--- src/rtl/core/bpc_pkg.sv ---
// types, codes and the per-button classification function of the button press classifier
package bpc_pkg;

  typedef enum logic [1:0] {
    ST_RELEASED = 2'd0,
    ST_PRESSED  = 2'd1,
    ST_LONG     = 2'd2,
    ST_REPEAT   = 2'd3
  } press_state_e;

  typedef enum logic [1:0] {
    EV_NONE   = 2'd0,
    EV_SHORT  = 2'd1,
    EV_LONG   = 2'd2,
    EV_REPEAT = 2'd3
  } press_event_e;

  // configuration register indexes
  localparam logic [1:0] CFG_REPEAT_MODE = 2'd0;
  localparam logic [1:0] CFG_CHATTER_MS  = 2'd1;
  localparam logic [1:0] CFG_LONG_MS     = 2'd2;

  localparam logic        RST_REPEAT_MODE = 1'b0;
  localparam logic [31:0] RST_CHATTER_MS  = 32'd50;
  localparam logic [31:0] RST_LONG_MS     = 32'd1000;

  typedef struct packed {
    logic        repeat_mode;
    logic [31:0] chatter_ms;
    logic [31:0] long_press_ms;
  } cfg_t;

  typedef struct packed {
    press_state_e state;
    logic [31:0]  start_ms;
  } entry_t;

  typedef struct packed {
    entry_t       nxt;
    press_event_e ev;
  } result_t;

  function automatic result_t classify(entry_t cur, logic pin_level, logic [31:0] now_ms,
                                       cfg_t cfg);
    result_t     res;
    logic [31:0] elapsed;
    logic        long_hit;
    res      = '{nxt: cur, ev: EV_NONE};
    elapsed  = now_ms - cur.start_ms;
    long_hit = elapsed > cfg.long_press_ms;
    if (!pin_level) begin
      case (cur.state)
        ST_RELEASED: begin
          res.nxt.state    = ST_PRESSED;
          res.nxt.start_ms = now_ms;
        end
        ST_PRESSED: begin
          if (long_hit) begin
            if (cfg.repeat_mode) begin
              // timer keeps running on entry to repeating
              res.nxt.state = ST_REPEAT;
            end else begin
              res.nxt.state = ST_LONG;
              res.ev        = EV_LONG;
            end
          end
        end
        ST_REPEAT: begin
          if (long_hit) begin
            res.nxt.start_ms = now_ms;
            res.ev           = EV_REPEAT;
          end
        end
        default: ;
      endcase
    end else begin
      if (cur.state == ST_PRESSED && elapsed > cfg.chatter_ms) begin
        res.ev = EV_SHORT;
      end
      res.nxt.state = ST_RELEASED;
    end
    return res;
  endfunction

endpackage

--- src/rtl/core/bpc_cfg_regs.sv ---
// configuration registers of the button press classifier
module bpc_cfg_regs (
  input  logic          clk_i,
  input  logic          rst_ni,
  input  logic          cfg_we_i,
  input  logic [1:0]    cfg_idx_i,
  input  logic [31:0]   cfg_wdata_i,
  output bpc_pkg::cfg_t cfg_o
);
  import bpc_pkg::*;

  cfg_t cfg_q;

  always_ff @(posedge clk_i or negedge rst_ni) begin
    if (!rst_ni) begin
      cfg_q.repeat_mode   <= RST_REPEAT_MODE;
      cfg_q.chatter_ms    <= RST_CHATTER_MS;
      cfg_q.long_press_ms <= RST_LONG_MS;
    end else if (cfg_we_i) begin
      case (cfg_idx_i)
        CFG_REPEAT_MODE: cfg_q.repeat_mode   <= cfg_wdata_i[0];
        CFG_CHATTER_MS:  cfg_q.chatter_ms    <= cfg_wdata_i;
        CFG_LONG_MS:     cfg_q.long_press_ms <= cfg_wdata_i;
        default: ;
      endcase
    end
  end

  assign cfg_o = cfg_q;

endmodule

--- src/rtl/core/bpc_state_mem.sv ---
// per-button state memory with registered read and reset-cleared valid bits
module bpc_state_mem #(
  parameter int DEPTH = 8,
  parameter int AW    = 3
) (
  input  logic            clk_i,
  input  logic            rst_ni,
  input  logic            rd_en_i,
  input  logic [AW-1:0]   rd_addr_i,
  output bpc_pkg::entry_t rd_data_o,
  output logic            rd_valid_o,
  input  logic            wr_en_i,
  input  logic [AW-1:0]   wr_addr_i,
  input  bpc_pkg::entry_t wr_data_i
);
  import bpc_pkg::*;

  entry_t             mem_q [DEPTH];
  entry_t             rd_data_q;
  logic               rd_valid_q;
  logic [DEPTH-1:0]   valid_q;

  always_ff @(posedge clk_i) begin
    if (wr_en_i) begin
      mem_q[wr_addr_i] <= wr_data_i;
    end
    if (rd_en_i) begin
      rd_data_q <= mem_q[rd_addr_i];
    end
  end

  always_ff @(posedge clk_i or negedge rst_ni) begin
    if (!rst_ni) begin
      valid_q    <= '0;
      rd_valid_q <= 1'b0;
    end else begin
      if (wr_en_i) begin
        valid_q[wr_addr_i] <= 1'b1;
      end
      if (rd_en_i) begin
        rd_valid_q <= valid_q[rd_addr_i];
      end
    end
  end

  assign rd_data_o  = rd_data_q;
  assign rd_valid_o = rd_valid_q;

endmodule

--- src/rtl/core/button_press_classifier_top.sv ---
// top level of the button press classifier: read stage, classify and write-back stage, output register
// Classifies per-button pin samples into short press, long press and repeat tick events, one
// result per sample. A sample is read from the per-button state memory in the cycle it is
// transferred, classified in the next cycle and written back when it moves on to the output
// register, so a new sample can be taken every cycle while in_stall_o is low; a sample for the
// button the previous sample wrote gets the new state by forwarding. The output register
// holds a result while the downstream side stalls, and one more sample can wait in the
// classify stage behind it. Samples with a button index at or above NUM_BUTTONS change no
// state and give no event. Configuration writes take effect on the next cycle.
module button_press_classifier_top #(
  parameter int NUM_BUTTONS = 8
) (
  input  logic        clk_i,
  input  logic        rst_ni,
  input  logic        cfg_we_i,
  input  logic [1:0]  cfg_idx_i,
  input  logic [31:0] cfg_wdata_i,
  input  logic        in_valid_i,
  output logic        in_stall_o,
  input  logic [2:0]  button_index_i,
  input  logic        pin_level_i,
  input  logic [31:0] now_ms_i,
  output logic        out_valid_o,
  input  logic        out_stall_i,
  output logic [1:0]  press_event_o
);
  import bpc_pkg::*;

  localparam int AW = (NUM_BUTTONS > 1) ? $clog2(NUM_BUTTONS) : 1;
  localparam int IW = (AW > 3) ? AW : 3;

  cfg_t          cfg;
  logic          in_xfer;
  logic [IW-1:0] idx_ext;
  logic [AW-1:0] in_addr;
  logic          in_range;

  logic          s1_valid_q;
  logic          s1_range_q;
  logic [AW-1:0] s1_addr_q;
  logic          s1_pin_q;
  logic [31:0]   s1_now_q;
  logic          s1_move;

  entry_t        rd_data;
  logic          rd_valid;
  logic          fwd_q;
  logic          fwd_d;
  entry_t        fwd_entry_q;
  entry_t        cur_entry;
  result_t       res;
  press_event_e  ev;

  logic          out_valid_q;
  logic          out_ready;
  press_event_e  ev_q;

  bpc_cfg_regs u_cfg (
    .clk_i       (clk_i),
    .rst_ni      (rst_ni),
    .cfg_we_i    (cfg_we_i),
    .cfg_idx_i   (cfg_idx_i),
    .cfg_wdata_i (cfg_wdata_i),
    .cfg_o       (cfg)
  );

  assign idx_ext  = IW'(button_index_i);
  assign in_addr  = idx_ext[AW-1:0];
  assign in_range = {29'd0, button_index_i} < 32'(NUM_BUTTONS);

  assign out_ready  = !out_valid_q || !out_stall_i;
  assign s1_move    = s1_valid_q && out_ready;
  assign in_stall_o = s1_valid_q && !out_ready;
  assign in_xfer    = in_valid_i && !in_stall_o;

  bpc_state_mem #(
    .DEPTH (NUM_BUTTONS),
    .AW    (AW)
  ) u_mem (
    .clk_i      (clk_i),
    .rst_ni     (rst_ni),
    .rd_en_i    (in_xfer),
    .rd_addr_i  (in_addr),
    .rd_data_o  (rd_data),
    .rd_valid_o (rd_valid),
    .wr_en_i    (s1_move && s1_range_q),
    .wr_addr_i  (s1_addr_q),
    .wr_data_i  (res.nxt)
  );

  // the memory read misses a write-back to the same button in the same cycle
  assign fwd_d = s1_move && s1_range_q && (s1_addr_q == in_addr);

  always_comb begin
    if (fwd_q) begin
      cur_entry = fwd_entry_q;
    end else if (rd_valid) begin
      cur_entry = rd_data;
    end else begin
      cur_entry = '{state: ST_RELEASED, start_ms: rd_data.start_ms};
    end
    res = classify(cur_entry, s1_pin_q, s1_now_q, cfg);
    ev  = s1_range_q ? res.ev : EV_NONE;
  end

  always_ff @(posedge clk_i or negedge rst_ni) begin
    if (!rst_ni) begin
      s1_valid_q  <= 1'b0;
      fwd_q       <= 1'b0;
      out_valid_q <= 1'b0;
    end else begin
      if (in_xfer) begin
        s1_valid_q <= 1'b1;
        fwd_q      <= fwd_d;
      end else if (s1_move) begin
        s1_valid_q <= 1'b0;
      end
      if (s1_move) begin
        out_valid_q <= 1'b1;
      end else if (out_ready) begin
        out_valid_q <= 1'b0;
      end
    end
  end

  always_ff @(posedge clk_i) begin
    if (in_xfer) begin
      s1_range_q  <= in_range;
      s1_addr_q   <= in_addr;
      s1_pin_q    <= pin_level_i;
      s1_now_q    <= now_ms_i;
      fwd_entry_q <= res.nxt;
    end
    if (s1_move) begin
      ev_q <= ev;
    end
  end

  assign out_valid_o   = out_valid_q;
  assign press_event_o = ev_q;

endmodule

--- config.mk ---
export PLATFORM = sky130hd
export DESIGN_NAME = button_press_classifier_top
export DESIGN_NICKNAME = d
export VERILOG_FILES = /design/src/rtl/core/bpc_pkg.sv /design/src/rtl/core/bpc_cfg_regs.sv /design/src/rtl/core/bpc_state_mem.sv /design/src/rtl/core/button_press_classifier_top.sv
export SDC_FILE = /design/constraint.sdc
export NUM_CORES = 1
export LEC_CHECK = 0
export BUFFER_PORTS_ARGS = -buffer_cell sky130_fd_sc_hd__buf_4
export CORE_ASPECT_RATIO = 0.5
export CORE_MARGIN = 3
export CORE_UTILIZATION = 28
export CTS_BUF_LIST = sky130_fd_sc_hd__clkbuf_16
export CTS_CLUSTER_SIZE = 28
export DETAILED_ROUTE_END_ITERATION = 10
export GPL_TIMING_DRIVEN = 0
export HOLD_SLACK_MARGIN = 0.15
export SYNTH_ARGS = -nofsm -noshare
export SYNTH_HDL_FRONTEND = slang
export SYNTH_SLANG_ARGS = --single-unit
--- constraint.sdc ---
create_clock -name clk_i -period 6.9 [get_ports clk_i]
set_clock_uncertainty 0.2 [all_clocks]
set_input_delay 1.38 -clock clk_i [delete_from_list [all_inputs] [get_ports clk_i]]
set_output_delay 1.38 -clock clk_i [all_outputs]
set_load 0.02 [all_outputs]
==> results_tabular.tex <==
\begin{tabular}{lr}
\hline
Metric & Value \\
\hline
\multicolumn{2}{l}{\textbf{Outcome}} \\
Result of the run & finished clean \\
\multicolumn{2}{l}{\textbf{CTS}} \\
Number of hold-repair buffers added at the cts stage & 0 \\
Clock latency at the later pin of the worst-skew pair & around 600 ps \\
Sink count of the clock tree & 455 \\
Clock-pin slew reported for the worst setup and hold paths after clock tree synthesis & 60 ps \\
TritonCTS clock tree & built \\
Number of buffers between clock root and the deepest sink & 3 \\
Maximum level of the CTS H-tree & 2 \\
Root buf cell & sky130\_fd\_sc\_hd\_\_clkbuf\_16 \\
Cts bufs inserted & 46 \\
\multicolumn{2}{l}{\textbf{Layout}} \\
Area of all placed cells without fillers & 25310 µm² \\
Number of antenna cells inserted & 0 \\
Fraction of layout instances using a drive strength above 1 & about a quarter \\
Post-layout utilization of the core & 34.08\% \\
Fillers & 7147 \\
Number of nets in the layout & 1730 \\
Area added between synthesis and finish & 18.62\% \\
Final Non-Filler Cells & 2600 \\
\multicolumn{2}{l}{\textbf{Place}} \\
Final weighted congestion of routability-driven global placement & 0.8625 \\
Instance count after placement with tap cells included & 2508 \\
Placed instance area & between 20000 and 25000 µm² \\
Minimum setup slack after placement & -1376 ps \\
IO buf count & 78 \\
Final HPWL DP & approximately 36000 µm \\
\multicolumn{2}{l}{\textbf{Global routing}} \\
Antenna violations before repair & 0 \\
Global-route wire length before repair & between 70000 and 80000 µm \\
GRT Overall Usage & 12.24\% \\
Largest net degree at the start of global routing & 78 \\
Overall overflow remaining after global route & 0 \\
Via count of the first global-routing pass & around 12000 \\
\multicolumn{2}{l}{\textbf{Critical path}} \\
Worst Setup SP & fwd\_q \\
Cell type of the slowest stage on the worst timing path & sky130\_fd\_sc\_hd\_\_mux2i\_1 \\
Critical path data required time & 6960 ps \\
Category of the worst setup path launch point & register \\
Critical Path Sink Type & register \\
Critical Path, Cell by Cell & buf\_4, mux2i\_1, inv\_1, ha\_1, nand2b\_1, a21oi\_1, a21oi\_2, o211ai\_2, nand2\_2, a221o\_1, o31a\_1, xnor2\_1, ha\_1, and4\_1, and2\_1, a221o\_1, a31oi\_4, or2\_1, buf\_4, buf\_6, o211ai\_2 \\
CP max FO & 10 \\
Max stage delay on crit path & roughly 480 ps \\
Class of the most critical setup path & reg -> reg \\
Arrival time of data at the critical path endpoint & $\sim$6600 ps \\
Startpoint of the most critical register-to-register path & fwd\_q \\
Critical path's top delay family & compound AO/OA/AOI/OAI gates \\
Crit path buf inv count & 4 \\
\multicolumn{2}{l}{\textbf{STA}} \\
Slew @ Worst Pin & about 1200 ps \\
Setup WS post-layout & 365.3 ps \\
Max Clock Freq & 153.0 MHz \\
Number of pins exceeding their max-slew limit in the final report & 0 \\
Post-layout minimum cycle time & 6535 ps \\
Unrepaired setup endpoints after global routing & no \\
Worst relative slew slack & a little over a fifth \\
Final number of hold-violating endpoints & 0 \\
Setup Viol. Count Final & 0 \\
Final cycle utilization of the critical path & a little over nine tenths \\
\multicolumn{2}{l}{\textbf{Floorplanning}} \\
Die Area & 79770 µm² \\
Number of placed I/O pins & slightly below 80 \\
Core area & 74270 µm² \\
Die height & 201.2 µm \\
Starting utilization of the core area & 28.73\% \\
Die W & between 300 and 400 µm \\
Standard-cell rows & 70 \\
\multicolumn{2}{l}{\textbf{Yosys}} \\
Most used flip-flop cell after synthesis & sky130\_fd\_sc\_hd\_\_edfxtp\_1 \\
Async set-or-reset flop fraction in the synthesized netlist & 16.92\% \\
Mean instance size in the synthesized netlist & roughly 15 µm² \\
Total of flip-flops plus latches after synthesis & $\sim$460 \\
Mapped cell area & around 21000 µm² \\
Unique cell type count in the Yosys netlist & 61 \\
Post-synth EDFFs & between 300 and 400 \\
Fraction of the yosys area taken by sequential cells & 62.27\% \\
Synthesized netlist net count & 1583 \\
Synth Instances & roughly 1400 \\
Warning count from the yosys run & 0 \\
\multicolumn{2}{l}{\textbf{Power and ir drop}} \\
Net switching share of the total power & 29.20\% \\
Reg power frac & 45.1\% \\
Net switching component of the power & around 2200 µW \\
Power density cells & 300.0 nW/µm² \\
Worst vdd rail ir drop & 172.8 µV \\
Part of the total power dissipated in combinational logic & approximately a quarter \\
Leak pwr & approximately 0.009 µW \\
Internal power component & 5376 µW \\
Share of power burned in the clock network & 31.4\% \\
\multicolumn{2}{l}{\textbf{Routing}} \\
Number of design rule violations left after detail routing & 0 \\
Average vias per placed instance & approximately 4.8 \\
Iter 0 DRT Violations & 877 \\
Number of optimization iterations in the first detailed-route pass & 6 \\
Via count & between 10000 and 15000 \\
Total wirelength of the detailed-routed design & 50190 µm \\
Detail Route Antenna Nets & 0 \\
WL per Instance & 19.30 µm \\
\multicolumn{2}{l}{\textbf{Hold path}} \\
Worst hold-check path type & reg -> reg \\
Startpoint of the tightest hold check path & u\_mem.valid\_q[3] \\
\multicolumn{2}{l}{\textbf{Flow run}} \\
Max-Cap Viols & 0 \\
\hline
\end{tabular}
[Yosys cell counts (2+ instances only)]
cell | instances | area, µm²
sky130_fd_sc_hd__a211oi_1 | 4 | 30.03
sky130_fd_sc_hd__a21o_1 | 44 | 330.3
sky130_fd_sc_hd__a21oi_1 | 39 | 195.2
sky130_fd_sc_hd__a21oi_2 | 2 | 17.52
sky130_fd_sc_hd__a221o_1 | 6 | 60.06
sky130_fd_sc_hd__a221oi_1 | 3 | 26.28
sky130_fd_sc_hd__a22oi_1 | 2 | 15.01
sky130_fd_sc_hd__a31oi_1 | 32 | 200.2
sky130_fd_sc_hd__and2_1 | 2 | 12.51
sky130_fd_sc_hd__and3_1 | 2 | 12.51
sky130_fd_sc_hd__and4_1 | 7 | 61.31
sky130_fd_sc_hd__buf_1 | 5 | 18.77
sky130_fd_sc_hd__buf_2 | 8 | 40.04
sky130_fd_sc_hd__buf_6 | 3 | 33.78
sky130_fd_sc_hd__clkbuf_1 | 49 | 183.9
sky130_fd_sc_hd__dfrtp_1 | 68 | 1702
sky130_fd_sc_hd__dfstp_2 | 9 | 236.5
sky130_fd_sc_hd__edfxtp_1 | 378 | 11350
sky130_fd_sc_hd__ha_1 | 99 | 1239
sky130_fd_sc_hd__inv_1 | 82 | 307.8
sky130_fd_sc_hd__mux2_2 | 98 | 1104
sky130_fd_sc_hd__mux2i_1 | 33 | 330.3
sky130_fd_sc_hd__mux4_2 | 70 | 1577
sky130_fd_sc_hd__nand2_1 | 24 | 90.09
sky130_fd_sc_hd__nand2b_1 | 12 | 75.07
sky130_fd_sc_hd__nand3_1 | 40 | 200.2
sky130_fd_sc_hd__nand3b_1 | 2 | 15.01
sky130_fd_sc_hd__nand4_1 | 13 | 81.33
sky130_fd_sc_hd__nor2_1 | 87 | 326.6
sky130_fd_sc_hd__nor2b_1 | 9 | 56.30
sky130_fd_sc_hd__nor3_1 | 8 | 40.04
sky130_fd_sc_hd__nor3b_1 | 2 | 15.01
sky130_fd_sc_hd__nor4_1 | 2 | 12.51
sky130_fd_sc_hd__o211ai_1 | 7 | 52.55
sky130_fd_sc_hd__o211ai_2 | 31 | 387.9
sky130_fd_sc_hd__o21a_1 | 3 | 22.52
sky130_fd_sc_hd__o21ai_0 | 47 | 235.2
sky130_fd_sc_hd__o21ai_1 | 6 | 30.03
sky130_fd_sc_hd__o21bai_1 | 8 | 60.06
sky130_fd_sc_hd__or2_2 | 10 | 62.56
sky130_fd_sc_hd__xnor2_1 | 24 | 210.2
sky130_fd_sc_hd__xor2_1 | 9 | 78.83
[repair_timing]
item / in CTS / in global routing
gates resized for setup: 11 / 28
pin swaps: 2 / 9
cloned: 0 / 0
buffers inserted: 2 / 6
endpoints found under the setup margin: 308 / 289
endpoints found under the hold margin: 0 / 0
[layout by cell type, fill, tap and decap left out, drive strengths merged, types with 6 or more instances in the layout]
cell	Yosys	routed
o21bai	8	8
clkinv	0	16
a221o	6	6
dfstp	9	9
or2	11	11
nor2	87	87
a31oi	33	33
nand3	41	41
nand4	13	13
mux4	70	70
edfxtp	378	378
nor2b	9	9
dfrtp	68	68
clkbuf	49	95
ha	99	99
inv	82	101
o21ai	53	53
and4	7	7
nand2b	12	12
a21o	44	44
mux2	98	98
nor3	9	9
a21oi	41	41
mux2i	33	33
xnor2	24	24
nand2	25	25
xor2	9	9
o211ai	38	38
buf	17	117
[per-stage QoR]
step / TNS [ps] / power (µW) / hold slack, ps
after floorplan: 0 / 4599 / 233.7
after global placement: -261880 / 5075 / 246.2
after detailed placement: -231350 / 5119 / 250.4
after CTS: 0 / 7549 / 270.1
after global routing: 0 / 7974 / 283.8
final: 0 / 7593 / 266.2
[logic make-up (layout without fill, tap and decap cells)]
group | Yosys count | in the layout | synth area share (%)
adders and majority gates | 100 | 100 | 5.898
DFF | 455 | 455 | 62.27
muxes | 201 | 201 | 14.11
and+or+nand+nor | 226 | 226 | 5.236
xor gates and xnor gates | 33 | 33 | 1.354
buffers and inverters | 148 | 332 | 2.773
AOI/OAI and AO/OA | 245 | 245 | 8.361
[final cells by class]
class | instances | area [µm²] | share of cell area [%]
Buffer | 65 | 285.3 | 1.127
Clock buffer | 47 | 1176 | 4.646
Clock inverter | 38 | 271.5 | 1.073
Multi-Input combinational cell | 805 | 7790 | 30.77
Timing Repair Buffer | 100 | 929.6 | 3.672
Tap cell | 1008 | 1261 | 4.982
Sequential cell | 455 | 13290 | 52.50
Inverter | 82 | 310.3 | 1.226
[flip-flops by register name, indices dropped and copies added, names as in the netlist]
register / count
u_mem.mem_q: 272
u_cfg.cfg_o: 65
fwd_entry_q: 34
u_mem.rd_data_o: 34
s1_now_q: 32
u_mem.valid_q: 8
s1_addr_q: 3
press_event_o: 2
fwd_q: 1
out_valid_o: 1
s1_pin_q: 1
s1_valid_q: 1
u_mem.rd_valid_o: 1
[power by group through the flow]
stage	logic (µW)	registers, µW	clock network, µW
global route	1970	3450	2560
detailed placement	1630	3480	0
global placement	1590	3490	0
CTS	1660	3430	2460
finish	1780	3430	2390
floorplan	1150	3450	0
[per-layer routing]
| metal | vias up | track usage (%) | part of all wire (%) |
|---|---|---|---|
| met5 | - | 0 | 0 |
| met2 | 348 | 19.80 | 47 |
| met3 | 83 | 1.796 | 4.9 |
| li1 | 5725 | - | - |
| met4 | 0 | 3.773 | 2.6 |
| met1 | 6283 | 16.99 | 45 |
[final timing paths]
kind,to,slack [ps],cells after the start
max,u_mem.mem_q[5][8],370,21
min,u_mem.valid_q[3],270,1
max reg2reg,u_mem.mem_q[5][8],370,21
min reg2reg,u_mem.valid_q[3],270,1
max in group asynchronous,fwd_q,4830,1
min in group asynchronous,u_cfg.cfg_o[32],760,1
Power figures use the tool's default switching activity.
